--- config.mk ---
export PLATFORM = sky130hd
export DESIGN_NAME = baro_compensation_sequencer
export DESIGN_NICKNAME = d
export VERILOG_FILES = /design/src/hw/rtl/bcs_pkg.sv /design/src/hw/rtl/bcs_serial_mul.sv /design/src/hw/rtl/baro_compensation_sequencer.sv
export SDC_FILE = /design/constraint.sdc
export NUM_CORES = 1
export LEC_CHECK = 0
export BUFFER_PORTS_ARGS = -buffer_cell sky130_fd_sc_hd__buf_4
export CAP_MARGIN = 30
export CORE_ASPECT_RATIO = 0.6
export CORE_MARGIN = 2
export CORE_UTILIZATION = 40
export DETAILED_ROUTE_END_ITERATION = 8
export GPL_ROUTABILITY_DRIVEN = 0
export GPL_TIMING_DRIVEN = 0
export PLACE_DENSITY = 0.55
export RECOVER_POWER = 100
export SYNTH_ARGS = -nofsm -noshare
export SYNTH_HDL_FRONTEND = slang
export SYNTH_SLANG_ARGS = --single-unit
--- constraint.sdc ---
create_clock -name clk -period 5.6 [get_ports clk]
set_input_delay 0.56 -clock clk [delete_from_list [all_inputs] [get_ports clk]]
set_output_delay 0.56 -clock clk [all_outputs]
set_load 0.01 [all_outputs]
--- src/hw/rtl/bcs_pkg.sv ---
// bcs_pkg: shared widths, codes and constants of the barometric compensation sequencer
// used by the serial multiplier, the top level and the port checker
package bcs_pkg;

    localparam int TICKS_PER_READ = 4;
    localparam int PHASE_W = (TICKS_PER_READ > 1) ? $clog2(TICKS_PER_READ) : 1;

    localparam int SAMPLE_W = 24;
    localparam int COEFF_W  = 16;
    localparam int OUT_W    = 32;
    localparam int ACT_W    = 2;
    localparam int CFG_IDX_W = 3;

    // serial multiplier: signed multiplicand, unsigned multiplier
    localparam int A_W    = 34;
    localparam int B_W    = SAMPLE_W;
    localparam int PROD_W = A_W + 1 + B_W;
    localparam int CNT_W  = $clog2(B_W);

    localparam int DT_W   = SAMPLE_W + 1;
    localparam int OFF_W  = 36;
    localparam int DIFF_W = 39;

    localparam int TEMP_BASE   = 2000;
    localparam int TEMP_SHIFT  = 23;
    localparam int OFF_SHIFT   = 7;
    localparam int SENS_SHIFT  = 8;
    localparam int P_SHIFT_HI  = 21;
    localparam int P_SHIFT_LO  = 15;
    localparam int C1_SHIFT    = 15;
    localparam int C2_SHIFT    = 16;
    localparam int C5_SHIFT    = 8;
    localparam int Q_W         = PROD_W - P_SHIFT_HI;

    localparam logic [ACT_W-1:0] ACT_HOLD  = 2'd0;
    localparam logic [ACT_W-1:0] ACT_PRESS = 2'd1;
    localparam logic [ACT_W-1:0] ACT_TEMP  = 2'd2;

    localparam logic [CFG_IDX_W-1:0] REG_SENS        = 3'd0;
    localparam logic [CFG_IDX_W-1:0] REG_OFFSET      = 3'd1;
    localparam logic [CFG_IDX_W-1:0] REG_SENS_TEMP   = 3'd2;
    localparam logic [CFG_IDX_W-1:0] REG_OFFSET_TEMP = 3'd3;
    localparam logic [CFG_IDX_W-1:0] REG_REF_TEMP    = 3'd4;
    localparam logic [CFG_IDX_W-1:0] REG_TEMP_SLOPE  = 3'd5;

endpackage

--- src/hw/rtl/bcs_serial_mul.sv ---
// bcs_serial_mul: shift-add multiplier, one multiplier bit per cycle
// signed multiplicand times unsigned multiplier; depends on bcs_pkg
module bcs_serial_mul (
    input  logic                         clk,
    input  logic                         rst_n,
    input  logic                         start,
    input  logic [bcs_pkg::A_W-1:0]      a,
    input  logic [bcs_pkg::B_W-1:0]      b,
    output logic                         done,
    output logic [bcs_pkg::PROD_W-1:0]   product
);

    logic                          busy_reg, busy_next;
    logic                          done_reg, done_next;
    logic [bcs_pkg::CNT_W-1:0]     count_reg, count_next;
    logic [bcs_pkg::A_W-1:0]       a_reg, a_next;
    logic [bcs_pkg::A_W:0]         hi_reg, hi_next;
    logic [bcs_pkg::B_W-1:0]       lo_reg, lo_next;
    logic [bcs_pkg::A_W:0]         addend;
    logic [bcs_pkg::A_W:0]         sum;

    always_comb
    begin
        addend = lo_reg[0] ? {a_reg[bcs_pkg::A_W-1], a_reg} : '0;
        sum = hi_reg + addend;
        busy_next  = busy_reg;
        done_next  = 1'b0;
        count_next = count_reg;
        a_next     = a_reg;
        hi_next    = hi_reg;
        lo_next    = lo_reg;
        if (start)
        begin
            busy_next  = 1'b1;
            count_next = '0;
            a_next     = a;
            hi_next    = '0;
            lo_next    = b;
        end
        else if (busy_reg)
        begin
            // arithmetic shift of {sum, lo} right by one
            hi_next = {sum[bcs_pkg::A_W], sum[bcs_pkg::A_W:1]};
            lo_next = {sum[0], lo_reg[bcs_pkg::B_W-1:1]};
            count_next = count_reg + 1'b1;
            if (count_reg == bcs_pkg::CNT_W'(bcs_pkg::B_W - 1))
            begin
                busy_next = 1'b0;
                done_next = 1'b1;
            end
        end
    end

    always_ff @(posedge clk or negedge rst_n)
    begin
        if (!rst_n)
        begin
            busy_reg  <= 1'b0;
            done_reg  <= 1'b0;
            count_reg <= '0;
        end
        else
        begin
            busy_reg  <= busy_next;
            done_reg  <= done_next;
            count_reg <= count_next;
        end
    end

    always_ff @(posedge clk)
    begin
        a_reg  <= a_next;
        hi_reg <= hi_next;
        lo_reg <= lo_next;
    end

    assign done    = done_reg;
    assign product = {hi_reg, lo_reg};

endmodule

--- src/hw/rtl/baro_compensation_sequencer.sv ---
// baro_compensation_sequencer: tick sequencer with first-order pressure and temperature compensation
// uses bcs_pkg and bcs_serial_mul (one bit-serial multiplier shared by four products)
// hold and temperature ticks go from ST_IDLE to ST_DONE and then into the output register
// pressure ticks first run four 24-step serial multiplications, in states ST_MUL_T to ST_MUL_P
// a new tick is accepted only in ST_IDLE, after the previous result has entered the output register
// reset: asynchronous active-low, clears coefficients, phase, raw and held values to zero
module baro_compensation_sequencer (
    input  logic                              clk,
    input  logic                              rst_n,
    input  logic                              cfg_valid,
    output logic                              cfg_ready,
    input  logic [bcs_pkg::CFG_IDX_W-1:0]     cfg_index,
    input  logic [bcs_pkg::COEFF_W-1:0]       cfg_data,
    input  logic                              in_valid,
    output logic                              in_ready,
    input  logic [bcs_pkg::SAMPLE_W-1:0]      raw_sample,
    output logic                              out_valid,
    input  logic                              out_ready,
    output logic signed [bcs_pkg::OUT_W-1:0]  pressure,
    output logic signed [bcs_pkg::OUT_W-1:0]  temperature,
    output logic [bcs_pkg::ACT_W-1:0]         action
);

    localparam logic [2:0] ST_IDLE  = 3'd0;
    localparam logic [2:0] ST_MUL_T = 3'd1;
    localparam logic [2:0] ST_MUL_O = 3'd2;
    localparam logic [2:0] ST_MUL_S = 3'd3;
    localparam logic [2:0] ST_MUL_P = 3'd4;
    localparam logic [2:0] ST_DONE  = 3'd5;

    logic [2:0]                        state_reg, state_next;
    logic [bcs_pkg::PHASE_W-1:0]       phase_reg, phase_next;
    logic                              last_temp_reg, last_temp_next;
    logic [bcs_pkg::SAMPLE_W-1:0]      raw_p_reg, raw_p_next;
    logic [bcs_pkg::SAMPLE_W-1:0]      raw_t_reg, raw_t_next;
    logic [bcs_pkg::DT_W-1:0]          dt_reg, dt_next;
    logic [bcs_pkg::OFF_W-1:0]         off_reg, off_next;
    logic [bcs_pkg::A_W-1:0]           sens_reg, sens_next;
    logic [bcs_pkg::OUT_W-1:0]         held_p_reg, held_p_next;
    logic [bcs_pkg::OUT_W-1:0]         held_t_reg, held_t_next;
    logic [bcs_pkg::ACT_W-1:0]         act_reg, act_next;
    logic                              mul_start_reg, mul_start_next;
    logic                              out_valid_reg, out_valid_next;
    logic [bcs_pkg::OUT_W-1:0]         out_p_reg, out_p_next;
    logic [bcs_pkg::OUT_W-1:0]         out_t_reg, out_t_next;
    logic [bcs_pkg::ACT_W-1:0]         out_act_reg, out_act_next;

    logic [bcs_pkg::COEFF_W-1:0]       sens_coeff_reg, sens_coeff_next;
    logic [bcs_pkg::COEFF_W-1:0]       offset_coeff_reg, offset_coeff_next;
    logic [bcs_pkg::COEFF_W-1:0]       sens_temp_coeff_reg, sens_temp_coeff_next;
    logic [bcs_pkg::COEFF_W-1:0]       offset_temp_coeff_reg, offset_temp_coeff_next;
    logic [bcs_pkg::COEFF_W-1:0]       ref_temp_coeff_reg, ref_temp_coeff_next;
    logic [bcs_pkg::COEFF_W-1:0]       temp_slope_coeff_reg, temp_slope_coeff_next;

    logic [bcs_pkg::A_W-1:0]           mul_a;
    logic [bcs_pkg::B_W-1:0]           mul_b;
    logic                              mul_done;
    logic [bcs_pkg::PROD_W-1:0]        mul_product;

    logic                              in_xfer;
    logic [bcs_pkg::OUT_W-1:0]         temp_val;
    logic [bcs_pkg::OFF_W-1:0]         off_val;
    logic [bcs_pkg::A_W-1:0]           sens_val;
    logic [bcs_pkg::Q_W-1:0]           q_val;
    logic [bcs_pkg::DIFF_W-1:0]        diff_val;
    logic [bcs_pkg::OUT_W-1:0]         press_val;
    logic [bcs_pkg::DT_W-1:0]          dt_val;

    assign cfg_ready = 1'b1;
    assign in_ready  = (state_reg == ST_IDLE);
    assign in_xfer   = in_valid && in_ready;

    // configuration registers
    always_comb
    begin
        sens_coeff_next        = sens_coeff_reg;
        offset_coeff_next      = offset_coeff_reg;
        sens_temp_coeff_next   = sens_temp_coeff_reg;
        offset_temp_coeff_next = offset_temp_coeff_reg;
        ref_temp_coeff_next    = ref_temp_coeff_reg;
        temp_slope_coeff_next  = temp_slope_coeff_reg;
        if (cfg_valid)
        begin
            unique case (cfg_index)
                bcs_pkg::REG_SENS:        sens_coeff_next        = cfg_data;
                bcs_pkg::REG_OFFSET:      offset_coeff_next      = cfg_data;
                bcs_pkg::REG_SENS_TEMP:   sens_temp_coeff_next   = cfg_data;
                bcs_pkg::REG_OFFSET_TEMP: offset_temp_coeff_next = cfg_data;
                bcs_pkg::REG_REF_TEMP:    ref_temp_coeff_next    = cfg_data;
                bcs_pkg::REG_TEMP_SLOPE:  temp_slope_coeff_next  = cfg_data;
                default: ;
            endcase
        end
    end

    // multiplier operands follow the step in progress
    always_comb
    begin
        mul_a = {{(bcs_pkg::A_W - bcs_pkg::DT_W){dt_reg[bcs_pkg::DT_W-1]}}, dt_reg};
        mul_b = bcs_pkg::B_W'(temp_slope_coeff_reg);
        unique case (state_reg)
            ST_MUL_O: mul_b = bcs_pkg::B_W'(offset_temp_coeff_reg);
            ST_MUL_S: mul_b = bcs_pkg::B_W'(sens_temp_coeff_reg);
            ST_MUL_P:
            begin
                mul_a = sens_reg;
                mul_b = raw_p_reg;
            end
            default: ;
        endcase
    end

    bcs_serial_mul u_mul (
        .clk     (clk),
        .rst_n   (rst_n),
        .start   (mul_start_reg),
        .a       (mul_a),
        .b       (mul_b),
        .done    (mul_done),
        .product (mul_product)
    );

    // scaling of each product; the shifts are floor shifts of the signed product
    always_comb
    begin
        dt_val = {1'b0, raw_t_reg}
               - {1'b0, ref_temp_coeff_reg, {bcs_pkg::C5_SHIFT{1'b0}}};
        temp_val = mul_product[bcs_pkg::TEMP_SHIFT+bcs_pkg::OUT_W-1:bcs_pkg::TEMP_SHIFT]
                 + bcs_pkg::OUT_W'(bcs_pkg::TEMP_BASE);
        off_val = mul_product[bcs_pkg::OFF_SHIFT+bcs_pkg::OFF_W-1:bcs_pkg::OFF_SHIFT]
                + bcs_pkg::OFF_W'({offset_coeff_reg, {bcs_pkg::C2_SHIFT{1'b0}}});
        sens_val = mul_product[bcs_pkg::SENS_SHIFT+bcs_pkg::A_W-1:bcs_pkg::SENS_SHIFT]
                 + bcs_pkg::A_W'({sens_coeff_reg, {bcs_pkg::C1_SHIFT{1'b0}}});
        q_val = mul_product[bcs_pkg::PROD_W-1:bcs_pkg::P_SHIFT_HI];
        diff_val = {{(bcs_pkg::DIFF_W - bcs_pkg::Q_W){q_val[bcs_pkg::Q_W-1]}}, q_val}
                 - {{(bcs_pkg::DIFF_W - bcs_pkg::OFF_W){off_reg[bcs_pkg::OFF_W-1]}}, off_reg};
        press_val = {{(bcs_pkg::OUT_W - (bcs_pkg::DIFF_W - bcs_pkg::P_SHIFT_LO))
                       {diff_val[bcs_pkg::DIFF_W-1]}},
                     diff_val[bcs_pkg::DIFF_W-1:bcs_pkg::P_SHIFT_LO]};
    end

    // sequencer
    always_comb
    begin
        state_next     = state_reg;
        phase_next     = phase_reg;
        last_temp_next = last_temp_reg;
        raw_p_next     = raw_p_reg;
        raw_t_next     = raw_t_reg;
        dt_next        = dt_reg;
        off_next       = off_reg;
        sens_next      = sens_reg;
        held_p_next    = held_p_reg;
        held_t_next    = held_t_reg;
        act_next       = act_reg;
        mul_start_next = 1'b0;
        out_valid_next = out_valid_reg && !out_ready;
        out_p_next     = out_p_reg;
        out_t_next     = out_t_reg;
        out_act_next   = out_act_reg;

        unique case (state_reg)
            ST_IDLE:
            begin
                if (in_xfer)
                begin
                    state_next = ST_DONE;
                    act_next   = bcs_pkg::ACT_HOLD;
                    if (phase_reg >= bcs_pkg::PHASE_W'(bcs_pkg::TICKS_PER_READ - 1))
                    begin
                        phase_next = '0;
                        if (!last_temp_reg)
                        begin
                            raw_p_next     = raw_sample;
                            last_temp_next = 1'b1;
                            act_next       = bcs_pkg::ACT_PRESS;
                            dt_next        = dt_val;
                            state_next     = ST_MUL_T;
                            mul_start_next = 1'b1;
                        end
                        else
                        begin
                            raw_t_next     = raw_sample;
                            last_temp_next = 1'b0;
                            act_next       = bcs_pkg::ACT_TEMP;
                        end
                    end
                    else
                    begin
                        phase_next = phase_reg + 1'b1;
                    end
                end
            end
            ST_MUL_T:
            begin
                if (mul_done)
                begin
                    held_t_next    = temp_val;
                    state_next     = ST_MUL_O;
                    mul_start_next = 1'b1;
                end
            end
            ST_MUL_O:
            begin
                if (mul_done)
                begin
                    off_next       = off_val;
                    state_next     = ST_MUL_S;
                    mul_start_next = 1'b1;
                end
            end
            ST_MUL_S:
            begin
                if (mul_done)
                begin
                    sens_next      = sens_val;
                    state_next     = ST_MUL_P;
                    mul_start_next = 1'b1;
                end
            end
            ST_MUL_P:
            begin
                if (mul_done)
                begin
                    held_p_next = press_val;
                    state_next  = ST_DONE;
                end
            end
            ST_DONE:
            begin
                // wait for the output register to be free
                if (!out_valid_reg || out_ready)
                begin
                    out_valid_next = 1'b1;
                    out_p_next     = held_p_reg;
                    out_t_next     = held_t_reg;
                    out_act_next   = act_reg;
                    state_next     = ST_IDLE;
                end
            end
            default:
            begin
                state_next = ST_IDLE;
            end
        endcase
    end

    always_ff @(posedge clk or negedge rst_n)
    begin
        if (!rst_n)
        begin
            state_reg             <= ST_IDLE;
            phase_reg             <= '0;
            last_temp_reg         <= 1'b0;
            raw_p_reg             <= '0;
            raw_t_reg             <= '0;
            held_p_reg            <= '0;
            held_t_reg            <= '0;
            mul_start_reg         <= 1'b0;
            out_valid_reg         <= 1'b0;
            sens_coeff_reg        <= '0;
            offset_coeff_reg      <= '0;
            sens_temp_coeff_reg   <= '0;
            offset_temp_coeff_reg <= '0;
            ref_temp_coeff_reg    <= '0;
            temp_slope_coeff_reg  <= '0;
        end
        else
        begin
            state_reg             <= state_next;
            phase_reg             <= phase_next;
            last_temp_reg         <= last_temp_next;
            raw_p_reg             <= raw_p_next;
            raw_t_reg             <= raw_t_next;
            held_p_reg            <= held_p_next;
            held_t_reg            <= held_t_next;
            mul_start_reg         <= mul_start_next;
            out_valid_reg         <= out_valid_next;
            sens_coeff_reg        <= sens_coeff_next;
            offset_coeff_reg      <= offset_coeff_next;
            sens_temp_coeff_reg   <= sens_temp_coeff_next;
            offset_temp_coeff_reg <= offset_temp_coeff_next;
            ref_temp_coeff_reg    <= ref_temp_coeff_next;
            temp_slope_coeff_reg  <= temp_slope_coeff_next;
        end
    end

    always_ff @(posedge clk)
    begin
        dt_reg      <= dt_next;
        off_reg     <= off_next;
        sens_reg    <= sens_next;
        act_reg     <= act_next;
        out_p_reg   <= out_p_next;
        out_t_reg   <= out_t_next;
        out_act_reg <= out_act_next;
    end

    assign out_valid   = out_valid_reg;
    assign pressure    = out_p_reg;
    assign temperature = out_t_reg;
    assign action      = out_act_reg;

endmodule

Word level (Yosys, flattened, before mapping)
Cells that the tools add are included.

storage, ports and cells
  flip-flop bits (word level) = 460
  input port bits = 48
  output and inout bits = 69
  logic and storage cells = 111

operators by class
  add/subtract/negate cells = 8
  magnitude comparators = 1
  eq/ne operators = 17
  mux-type cells = 31
  bitwise operators = 1
  reductions and logical operators = 25

operator list
  operator                  count
  $pmux W24 S3              1
  $mux W24                  2
  $sub A37 B36 Y38          1
  $add A36 B32 Y36          1
  $add A35 B35 Y35          1
  $mux W35                  1
  $add A34 B31 Y34          1
  $mux W34                  1
  $add A32 B11 Y32 const B  1
  $sub A24 B24 Y25          1
  $mux W3                   8
  $reduce_and A2 Y1         12
  $pmux W3 S6               1
  $eq A3 B2 Y1 const B      4
  $eq A3 B3 Y1 const B      4
  $mux W1                   12
  $mux W5                   2
  $ne A2 B1 Y1 const B      5
  $reduce_and A4 Y1         2
  $eq A3 B1 Y1 const B      2
  $logic_not A3 Y1          2
  $reduce_and A6 Y1         1
  $add A5 B1 Y5 const B     1
  $eq A5 B5 Y1 const B      1
  other kinds (12)          15

Depth between registers and ports, before layout
  depth after elaboration = 4
  gate-level depth with buffers = 13
  mapped depth without buffers = 13

Hierarchy
From an unflattened synthesis, not the netlist that was laid out.

unflattened totals
  cells, all modules = 2036
  area total of the unflattened synthesis = 23317.4 sq um

by module, submodules not included
  module                       times used  cells an instance  area each (sq um)  sequential area each (sq um)
  baro_compensation_sequencer  1           1486               17596.9            9859.5
  bcs_serial_mul               1           550                5720.5             2597.5

Least setup slack after synthesis
Ideal clock, no wire load.

  path kind = register -> register
  start point = register state_reg[0]
  end point = register out_act_reg (netlist bit action[0]), enable pin
  setup time = 0.554 ns
  arrival time = 5.192 ns
  data required time = 5.046 ns
  setup slack = -0.146 ns
  stages on the path, launching flop included = 5
  buffers on the path = 2
  clock period less this slack = 5.746 ns
  path through = dfrtp_1 clkbuf_1 clkbuf_1 nand2_1 nor3b_1

between the ends
  cells in the longest elaborated chain, start to end = 2

ends and longest elaborated chain
  item                                RTL line                            source
  start: declaration                  baro_compensation_sequencer.sv:31   logic [2:0] state_reg, state_next;
  start signal: assignment            baro_compensation_sequencer.sv:270  state_reg <= state_next;
  $eq A3 B3 Y1                        baro_compensation_sequencer.sv:162  unique case (state_reg)
  $reduce_and A2 Y1 (no source line)  --
  end signal: assignment              baro_compensation_sequencer.sv:296  out_act_reg <= out_act_next;
  end: declaration                    baro_compensation_sequencer.sv:46   logic [bcs_pkg::ACT_W-1:0] out_act_reg, out_act_next;

No other way between the ends.
A chain may end at the register's enable or synchronous reset.

Worst setup path after layout
  start point = register u_mul.lo_reg[0] in the netlist's numbering
  end point = register u_mul.hi_reg[33] (netlist name)

between the ends
  cells in the longest elaborated chain, start to end = 2

ends and longest elaborated chain
  item                      RTL line              source
  start: declaration        bcs_serial_mul.sv:18  logic [bcs_pkg::B_W-1:0] lo_reg, lo_next;
  start signal: assignment  bcs_serial_mul.sv:74  lo_reg <= lo_next;
  $mux W35                  bcs_serial_mul.sv:24  addend = lo_reg[0] ? {a_reg[bcs_pkg::A_W-1], a_reg} : '0;
  $add A35 B35 Y35          bcs_serial_mul.sv:25  sum = hi_reg + addend;

No other way between the ends.

==> results by group <==
Clock tree
  – Resized Gates After CTS: 0
  – Clock sink total: 460
  – CTS max path bufs: 3
  – TritonCTS clock tree: built
  – Setup Buffers After CTS: 0
  – H-tree depth: 2
  – Worst-Skew Late Latency: 580 ps
  – Root buf cell: clkbuf_16
  – CTS Hold Bufs: 1
  – CTS Buf Count: 47
  – CTS clock-pin slew for the worst setup and hold paths: 60 ps

Layout
  – Most frequent cells in the layout: nand2_1 (239), dfrtp_1 (213), edfxtp_1 (212), clkbuf_1 (156), nor2_1 (130)
  – Max reg flops: 36
  – Fin nets: 2,404
  – Final core utilization: 45.88%
  – Fraction of layout cells with a size suffix above 1: 12.38%
  – Area grow syn2layout: 14.02%
  – Commonest non-fill, non-tap cell in the layout: nand2_1

Setup path
  – Setup CP Type: reg -> reg
  – Worst Path Max Fanout: 10
  – Cells along the critical path: clkbuf_1 -> and2_0 -> ha_1 -> nor2b_1 -> o31a_1 -> o41a_1 -> o21ai_0 -> a2111oi_0 -> o311ai_2 -> nor2_1 -> o41ai_1 -> a22o_1
  – Req. time, crit path: 6110 ps
  – Delay of the slowest critical-path stage: 690 ps
  – Slowest-stage cell, CP: edfxtp_1
  – Worst path arrival time: 5070 ps
  – Crit start category: flop
  – Setup crit end kind: flop

Detailed routing
  – Starting DRC count in detailed routing: 1,375
  – Post-Route WL: 65,080 um
  – TritonRoute pass-1 iters: 6
  – Via count: 16,560
  – Residual DRC: 0
  – Avg WL per Cell: 21.41 um
  – Routed Antenna Nets: 0
  – Drt via density: 5.446

STA
  – Final min period: 4554 ps
  – Max-slew violation count: 215
  – Final worst clock skew: 21.24 ps
  – Final Worst Setup Slack: 1046 ps
  – Fmax: 219.6 MHz
  – RSZ-0062 raised after global routing: false
  – Worst hold slack: 186.8 ps
  – Setup_tns: 0 ps
  – Final period util: 81.32%
  – Fin. Hold Viols: 0
  – Finish-stage setup viols: 0
  – Tightest Pin Transition: 3556 ps
  – Headroom to the max-slew limit: -137.0%

Logic synthesis
  – Net count after synthesis: 2,228
  – Ys Warns: 0
  – Synthesized area per cell: 11.20 sq um
  – Register area share after synthesis: 53.90%
  – Yosys cell types: 80
  – Ys flop type: dfrtp_1
  – Post-synth EDFFs: 212
  – Post-Syn Area: 0.02301 sq mm
  – Synth Register Bits: 460
  – Asr flop ratio synth: 46.52%
  – Cells after Synth: 2,055

Power and ir drop
  – Internal Power: 9.297 mW
  – Seq pwr share: 37.8%
  – Switch Pwr: 6.009 mW
  – Tot Pwr: 15.31 mW
  – Max IR drop VDD: 0.2862 mV
  – PD cells: 583.4 mW/mm^2
  – Sw Ratio: 39.26%
  – Combinational fraction of design power: 41.1%
  – Leakage: 11.15 nW
  – Clock Power Share: 21.1%

Place
  – Port Buffers: 114
  – Post-DP HPWL: 50,090 um
  – Setup WS pre-CTS: 1584 ps

Flow run
  – MaxCap Viol Count: 6

GRT
  – Global-route wire length before repair: 99,170 um
  – Number of global-route vias before repair: 15,730
  – Global route total overflow: 0
  – Tot GR Track Use: 22.09%
  – Largest net degree at the start of global routing: 94
  – Initial antenna violation count: 4

Run status
  – Failing checks: capacitance limit, slew limit
  – Status: finished with violations

Floorplanning
  – Initial core utilization: 40.24%
  – Total die area: 0.05952 sq mm
  – Core Area: 0.05717 sq mm
  – Num ports: 117
  – Row count: 68
  – Die X: 313.6 um
  – Die height: 189.8 um

Hold path
  – Worst Hold Class: in -> reg
-- critical path: cells and delay by family (launching register included) --
| kind | cells | cell delay (ps) |
|---|---|---|
| buffers and inverters | 1 | 420 |
| AOI/OAI and AO/OA | 7 | 2680 |
| DFF | 1 | 690 |
| adders and majority gates | 1 | 260 |
| and+or+nand+nor | 3 | 420 |
-- path summary, 6_finish.rpt --
path	startpoint	endpoint	slack, ps	cells after the start
setup / recovery	u_mul.lo_reg[0]$_DFFE_PP_	u_mul.hi_reg[33]$_SDFFE_PP0P_	1050	12
hold / removal	raw_sample[13]	raw_p_reg[13]$_DFFE_PN0P_	190	3
setup reg to reg	u_mul.lo_reg[0]$_DFFE_PP_	u_mul.hi_reg[33]$_SDFFE_PP0P_	1050	12
hold reg to reg	act_reg[0]$_SDFFCE_PN0P_	action[0]$_DFFE_PP_	430	0
max in group asynchronous	rst_n	sens_temp_coeff_reg[14]$_DFFE_PN0P_	1830	2
min in group asynchronous	rst_n	sens_coeff_reg[11]$_DFFE_PN0P_	1750	2
-- stage by stage --
stage,area [sq um],instances
2_1_floorplan,23010,2055
3_3_place_gp,24830,2939
3_5_place_dp,25070,2950
4_1_cts,26640,3038
5_1_grt,26230,3039
6_report,26230,3040
-- layer usage --
metal | share of wire, % | global-route usage, %
met3 | 9.3 | 4.426
met4 | 1.5 | 3.662
met1 | 52 | 37.29
met5 | 0 | 0
met2 | 37 | 28.43
-- power groups by stage --
stage	Combinational, mW	Clock [mW]	Sequential [mW]
finish	6.29	3.23	5.78
global route	7.02	3.43	5.88
floorplan	4.57	0	5.42
global placement	6.17	0	5.81
detailed placement	6.38	0	5.81
CTS	6.42	3.30	5.75
-- synthesized netlist by cell type (45+ instances only) --
master / n / share of area, %
xor2_1: 57 / 2.2
a21oi_1: 114 / 2.5
nand2_1: 239 / 3.9
a21o_1: 55 / 1.8
inv_1: 94 / 1.5
mux2_2: 131 / 6.4
o21ai_0: 119 / 2.6
dfrtp_1: 214 / 23
nand3_1: 45 / 0.98
xnor2_1: 68 / 2.6
clkbuf_1: 70 / 1.1
ha_1: 121 / 6.6
nor2_1: 129 / 2.1
edfxtp_1: 212 / 28
-- cell families (layout without fill, tap and decap cells) --
group	Yosys count	after routing	synth area share, %
adders and majority gates	125	125	6.928
and+or+nand+nor	564	564	11.25
other	1	2	0.01630
xor gates and xnor gates	125	125	4.758
muxes	160	160	7.673
AOI/OAI and AO/OA	435	435	12.26
DFF	460	460	53.90
buffers and inverters	185	399	3.208
-- area by class of cell --
class / instances / area (sq um)
multi-input cells: 1410 / 9793
plain buffers: 90 / 377.9
fillers: 5361 / 30940
well taps: 770 / 963.4
inverters: 95 / 356.6
repair buffers: 127 / 772.0
flip-flops and latches: 460 / 12400
clock buffers: 62 / 1272
diodes: 1 / 2.502
clock inverters: 25 / 292.8
Note: power is estimated with default switching activity, not from simulation.
